`config.mk`:
```
export PLATFORM = sky130hd
export DESIGN_NAME = msp_engine
export DESIGN_NICKNAME = d
export VERILOG_FILES = /design/src/hw/rtl/msp_pkg.sv /design/src/hw/rtl/msp_engine.sv
export SDC_FILE = /design/constraint.sdc
export NUM_CORES = 1
export LEC_CHECK = 0
export ABC_AREA = 1
export BUFFER_PORTS_ARGS = -buffer_cell sky130_fd_sc_hd__buf_2
export CORE_MARGIN = 3
export CORE_UTILIZATION = 40
export CTS_CLUSTER_SIZE = 20
export DETAILED_ROUTE_END_ITERATION = 8
export HOLD_SLACK_MARGIN = 0.02
export PLACE_DENSITY = 0.74
export SYNTH_ARGS = -nofsm -noshare
export SYNTH_HDL_FRONTEND = slang
export SYNTH_SLANG_ARGS = --single-unit
```
`constraint.sdc`:
```
create_clock -name clk_i -period 5.3 [get_ports clk_i]
set_input_delay 0.795 -clock clk_i [delete_from_list [all_inputs] [get_ports clk_i]]
set_output_delay 0.795 -clock clk_i [all_outputs]
set_load 0.01 [all_outputs]
```
`src/hw/rtl/msp_pkg.sv`:
```
`timescale 1ns / 1ps

package msp_pkg;

  // default sizes
  localparam int unsigned NumCells  = 1024;
  localparam int unsigned NumStacks = 4;
  localparam int unsigned DataW     = 32;

  // command codes, the unused code decodes as peek
  typedef enum logic [1:0] {
    CMD_PUSH = 2'd0,
    CMD_POP  = 2'd1,
    CMD_PEEK = 2'd2
  } cmd_e;

  // result status codes
  typedef enum logic [1:0] {
    ST_OK    = 2'd0,
    ST_FULL  = 2'd1,
    ST_EMPTY = 2'd2
  } status_e;

  // engine sequencer states
  typedef enum logic {
    S_IDLE = 1'b0,
    S_EXEC = 1'b1
  } state_e;

  // input item
  typedef struct packed {
    logic        [1:0]       command;
    logic        [1:0]       stack_id;
    logic signed [DataW-1:0] data_in;
  } cmd_t;

  // result item
  typedef struct packed {
    logic signed [DataW-1:0] value_out;
    logic                    now_empty;
    logic        [1:0]       status;
  } res_t;

  // cell memory strobes
  typedef struct packed {
    logic rd_en;
    logic val_we;
    logic link_we;
  } mem_ctrl_t;

endpackage

```
`src/hw/rtl/msp_engine.sv`:
```
`timescale 1ns / 1ps

module msp_engine #(
  parameter int unsigned CELLS  = msp_pkg::NumCells,
  parameter int unsigned STACKS = msp_pkg::NumStacks
) (
  input  logic                              clk_i,
  input  logic                              rst_ni,
  input  logic                              in_valid_i,
  output logic                              in_ready_o,
  input  msp_pkg::cmd_t                     in_item_i,
  input  logic                              res_stall_i,
  output logic                              res_valid_o,
  output msp_pkg::res_t                     res_o,
  output msp_pkg::mem_ctrl_t                mem_o,
  output logic [$clog2(CELLS)-1:0]          rd_addr_o,
  output logic [$clog2(CELLS)-1:0]          wr_addr_o,
  output logic [msp_pkg::DataW-1:0]         wr_value_o,
  output logic [$clog2(CELLS+1)-1:0]        wr_link_o,
  input  logic [msp_pkg::DataW-1:0]         val_rd_i,
  input  logic [$clog2(CELLS+1)-1:0]        link_rd_i
);

  import msp_pkg::*;

  localparam int unsigned PtrW     = $clog2(CELLS + 1);
  localparam int unsigned IdxW     = $clog2(CELLS);
  localparam int unsigned SidW     = (STACKS > 1) ? $clog2(STACKS) : 1;
  localparam int unsigned SidFullW = 9;
  localparam logic [PtrW-1:0] NullPtr = PtrW'(CELLS);

  state_e            state_q, state_d;
  logic [PtrW-1:0]   free_q, free_d;
  logic [PtrW-1:0]   mark_q, mark_d;
  logic [PtrW-1:0]   head_q [STACKS];
  logic              head_we;
  logic [PtrW-1:0]   head_wdata;
  logic              push_q, pop_q;
  logic [SidW-1:0]   sid_q;
  logic [DataW-1:0]  data_q;
  logic [PtrW-1:0]   top_q;
  logic [PtrW-1:0]   cell_q;

  logic [SidFullW-1:0] sid_full;
  logic [SidW-1:0]     sid;
  logic [PtrW-1:0]     top;
  logic [PtrW-1:0]     target;
  logic                accept;
  logic [PtrW-1:0]     link_eff;

  assign accept = in_valid_i && (state_q == S_IDLE);

  // stack id folded into range by repeated subtraction, at most three steps
  always_comb begin
    sid_full = SidFullW'(in_item_i.stack_id);
    for (int k = 0; k < 3; k++) begin
      if (sid_full >= SidFullW'(STACKS)) begin
        sid_full = sid_full - SidFullW'(STACKS);
      end
    end
  end

  assign sid    = sid_full[SidW-1:0];
  assign top    = head_q[sid];
  assign target = (in_item_i.command == CMD_PUSH) ? free_q : top;

  // cells at or above the fill mark were never written: link is the next cell
  assign link_eff = (cell_q >= mark_q) ? PtrW'(cell_q + PtrW'(1)) : link_rd_i;

  // next state
  always_comb begin
    state_d = state_q;
    case (state_q)
      S_IDLE: begin
        if (in_valid_i) begin
          state_d = S_EXEC;
        end
      end
      S_EXEC: begin
        if (!res_stall_i) begin
          state_d = S_IDLE;
        end
      end
      default: state_d = S_IDLE;
    endcase
  end

  // read issue, write-back and result
  always_comb begin
    in_ready_o    = 1'b0;
    mem_o         = '0;
    rd_addr_o     = target[IdxW-1:0];
    wr_addr_o     = cell_q[IdxW-1:0];
    wr_value_o    = data_q;
    wr_link_o     = push_q ? top_q : free_q;
    res_valid_o   = 1'b0;
    res_o         = '0;
    head_we       = 1'b0;
    head_wdata    = cell_q;
    free_d        = free_q;
    mark_d        = mark_q;
    case (state_q)
      S_IDLE: begin
        in_ready_o  = 1'b1;
        mem_o.rd_en = in_valid_i && (target != NullPtr);
      end
      S_EXEC: begin
        res_valid_o = !res_stall_i;
        if (push_q) begin
          if (cell_q == NullPtr) begin
            res_o.status    = ST_FULL;
            res_o.now_empty = (top_q == NullPtr);
          end else begin
            res_o.value_out = data_q;
            res_o.status    = ST_OK;
            if (!res_stall_i) begin
              mem_o.val_we  = 1'b1;
              mem_o.link_we = 1'b1;
              head_we       = 1'b1;
              head_wdata    = cell_q;
              free_d        = link_eff;
              if (cell_q == mark_q) begin
                mark_d = PtrW'(mark_q + PtrW'(1));
              end
            end
          end
        end else if (cell_q == NullPtr) begin
          res_o.status    = ST_EMPTY;
          res_o.now_empty = 1'b1;
        end else begin
          res_o.value_out = val_rd_i;
          res_o.status    = ST_OK;
          if (pop_q) begin
            res_o.now_empty = (link_eff == NullPtr);
            if (!res_stall_i) begin
              mem_o.link_we = 1'b1;
              head_we       = 1'b1;
              head_wdata    = link_eff;
              free_d        = cell_q;
            end
          end
        end
      end
      default: ;
    endcase
  end

  // control state
  always_ff @(posedge clk_i or negedge rst_ni) begin
    if (!rst_ni) begin
      state_q <= S_IDLE;
      free_q  <= '0;
      mark_q  <= '0;
      for (int i = 0; i < STACKS; i++) begin
        head_q[i] <= NullPtr;
      end
    end else begin
      state_q <= state_d;
      free_q  <= free_d;
      mark_q  <= mark_d;
      if (head_we) begin
        head_q[sid_q] <= head_wdata;
      end
    end
  end

  // item captured at accept
  always_ff @(posedge clk_i) begin
    if (accept) begin
      push_q <= (in_item_i.command == CMD_PUSH);
      pop_q  <= (in_item_i.command == CMD_POP);
      sid_q  <= sid;
      data_q <= in_item_i.data_in;
      top_q  <= top;
      cell_q <= target;
    end
  end

endmodule
```
==> results.yml <==
clock_network:
  cts_max_path_buffers: 2
  postCtsHoldBufs: 0
  cts_sinks: 125
  total_setup_buffers_inserted_after_cts: 0
  cts.reportedPaths.clkPinSlew_ns: 0.06
  number_of_cells_upsized_or_downsized_after_cts: 0
  cts_made_buffers: 17
  htree_num_levels: 4
  cts.root.buffer_cell: "sky130_fd_sc_hd__clkbuf_16"
  tritoncts: "built"
  clock_insertion_delay_worst_skew_ns: 0.42
global_routing:
  first_global_vias: 6214
  overflow: 0
  first_pass_grt_wire_length_um: 32300
  initial_antenna_violation_count: 0
  grt_max_degree: 68
  grt.total_usage_pct: 20.9
place:
  io_buffers: 185
  placed_cell_area_um2: 7980
  place.detailed.hpwl_um: 14800
  gp_congestion: 0.922
hold_path:
  min_path_cells: 2
  worst_hold_path_type: "reg -> reg"
final_layout:
  post_route_cells_drive_above_1_share_pct: 25.7
  finalInstanceArea_um2: 8540
  antenna_cells: 0
  area.growth.synth_to_final_pct: 20.3
  nNetsFinal: 1138
synth:
  top_flip_flop_cell_by_instance_count_after_synthesis: "sky130_fd_sc_hd__dfrtp_1"
  synth_sequential_area_ratio_pct: 48.2
  syn_area_um2: 7100
  total_of_warnings_raised_by_yosys: 0
  yosys_register_bits: 125
  synth_top_cell_by_area: "sky130_fd_sc_hd__edfxtp_1"
  ys_async_sr_fraction_pct: 53.6
  synth_fp_nets: 984
  synth.lib_cells_used.distinct: 44
  synth_cells: 887
  mean_cell_area_of_the_mapped_netlist_um2: 8.01
  synth-edff-count: 58
  post_synth_main_area_contributors: "sky130_fd_sc_hd__edfxtp_1, sky130_fd_sc_hd__dfrtp_1, sky130_fd_sc_hd__nand2_1, sky130_fd_sc_hd__inv_1, sky130_fd_sc_hd__a21oi_1"
  synth_top_area_share_pct: 24.5
floorplanning:
  dieWidth_um: 139
  design.core.area_um2: 17400
  floorplan.die.height_um: 139
  boundaryPins: 186
  effective_utilization_at_floorplan_pct: 40.9
  placement_rows: 48
  die-area_um2: 19400
critical_path:
  worst_r2r_path_depth: 13
  cp_data_arrival_time_ns: 3.20
  path_class: "reg -> out"
  critical_path.startpoint_type: "register"
  worst_ep_required_time_ns: 4.51
  endpoint_kind: "primary output"
  critPathMaxFanout: 11
power:
  power.leakage_nw: 4.31
  ir_drop_v: 0.000259
  p_per_area_nw_per_um2: 370
drt:
  ant_nets: 0
  wl_per_cell_um: 15.8
  number_of_iterations_in_the_first_detailed_routing_pass: 6
  wl_um: 20300
  vias: 6396
  drt-initial-drc-count: 366
  final_routed_drc_violation_total: 0
  routed_via_density: 5.00
timing:
  finalSetupTns_ns: 0
  clock.fmax_ghz: 0.250
  slew_violations: 0
  finalCritPeriodShare_pct: 75.4
  final_hold_viol_count: 0
  worst_slew_margin_rel_pct: 28.4
  setup_repair_after_global_routing_missed_its_margin: "false"
  final_period_minus_worst_setup_slack_ns: 3.99
  finalSetupViolations: 0
  tightestPinTransition_ns: 1.07
  fin_skew_ns: 0.0108
outcome:
  status: "completed"
flow_run:
  drv_cap: 0
## power by group
group	leakage, nW	total [W]	switching (W)	internal (W)
combinational	2.66	0.000701	0.000450	0.000251
clock	0.279	0.00113	0.000486	0.000642
sequential	1.38	0.00134	0.000120	0.00122
total	4.31	0.00316	0.00106	0.00211
## area by class of cell
type                       instances  area, µm²
fill                            1667       8810
clock buffer                      18        450
tap                              225        282
multi-input combinational        614       2960
clock inverter                    14        116
sequential                       125       3420
inverter                          95        362
timing repair buffer             188        948
## flip-flops by register name, indices dropped and copies added, names as in the netlist
signal / flops
push_q: 1
top_q: 11
cell_q: 11
wr_value_o: 32
state_q: 1
mark_q: 11
pop_q: 1
sid_q: 2
free_q: 11
head_q: 44
## critical path: stages, from the launching register on
cell and delay [ns]:
sky130_fd_sc_hd__edfxtp_1 0.55, sky130_fd_sc_hd__ha_1 0.39, sky130_fd_sc_hd__a21oi_1 0.20, sky130_fd_sc_hd__nand2_1 0.09, sky130_fd_sc_hd__nand2_1 0.07, sky130_fd_sc_hd__nand2_2 0.07, sky130_fd_sc_hd__nor2_2 0.38, sky130_fd_sc_hd__nand2_1 0.13
sky130_fd_sc_hd__nand2_1 0.16, sky130_fd_sc_hd__nand2_1 0.07, sky130_fd_sc_hd__nor2_1 0.09, sky130_fd_sc_hd__nand3_1 0.10, sky130_fd_sc_hd__a21oi_1 0.27, sky130_fd_sc_hd__buf_2 0.20
## stage by stage
stage                     utilization [%]  cells  hold WS (ns)  total power, W  setup WS [ns]
after floorplan                         -    887         0.444         0.00181          0.751
after global placement               46.0   1247         0.457         0.00203           1.75
after detailed placement             46.0   1247         0.462         0.00205           1.67
after CTS                            49.2   1279         0.474         0.00318           1.36
after global routing                 49.2   1279         0.492         0.00334           1.10
final                                49.2   1279         0.471         0.00316           1.31
## logic make-up (layout without fill, tap and decap cells)
kind of cell	after synthesis	after routing	synth area share, %
AND/OR/NAND/NOR	456	456	27.0
buffers and inverters	148	315	10.2
flip-flops	125	125	48.2
XOR/XNOR	17	17	2.10
adder cells (fa/ha/maj)	14	14	2.47
AO/OA/AOI/OAI	127	127	10.1
## layout by cell type, fill, tap and decap left out, drive strengths merged, types with 2 or more instances in the layout
cell      netlist  layout
nand2         348     348
buf            42     188
inv            95     106
o21ai          73      73
dfrtp          63      63
edfxtp         58      58
a21oi          46      46
nor2           44      44
nand3          38      38
clkbuf         11      18
xor2           16      16
ha             14      14
nand4          10      10
nor3            7       7
nor4            6       6
dfstp           4       4
o211ai          3       3
o22ai           3       3
clkinvlp        0       2
## final timing paths
path	start	to	slack (ns)
hold / removal	head_q[32]	head_q[32]	0.47
hold reg to reg	head_q[32]	head_q[32]	0.47
setup / recovery	cell_q[6]	res_o[2]	1.31
setup reg to reg	cell_q[6]	head_q[31]	2.72
max in group asynchronous	rst_ni	head_q[41]	4.13
min in group asynchronous	rst_ni	mark_q[6]	0.56
## synth_stat cells (7+ instances only)
cell                       count
sky130_fd_sc_hd__a21oi_1      45
sky130_fd_sc_hd__buf_2         8
sky130_fd_sc_hd__buf_4        24
sky130_fd_sc_hd__clkbuf_1     11
sky130_fd_sc_hd__dfrtp_1      63
sky130_fd_sc_hd__edfxtp_1     58
sky130_fd_sc_hd__ha_1         14
sky130_fd_sc_hd__inv_1        83
sky130_fd_sc_hd__inv_2        11
sky130_fd_sc_hd__nand2_1     342
sky130_fd_sc_hd__nand3_1      37
sky130_fd_sc_hd__nand4_1       9
sky130_fd_sc_hd__nor2_1       34
sky130_fd_sc_hd__nor2_2        7
sky130_fd_sc_hd__o21ai_0      27
sky130_fd_sc_hd__o21ai_1      38
sky130_fd_sc_hd__o21ai_2       7
sky130_fd_sc_hd__xor2_1       16
## layer usage
metal	vias to the layer above	global-route usage, %	share of wire (%)
li1	3145	-	-
met1	2951	28.2	44
met2	264	31.8	45
met3	36	6.56	8.1
met4	0	7.72	2.5
met5	-	0	0
No activity file was read; power rests on OpenSTA's default activity.
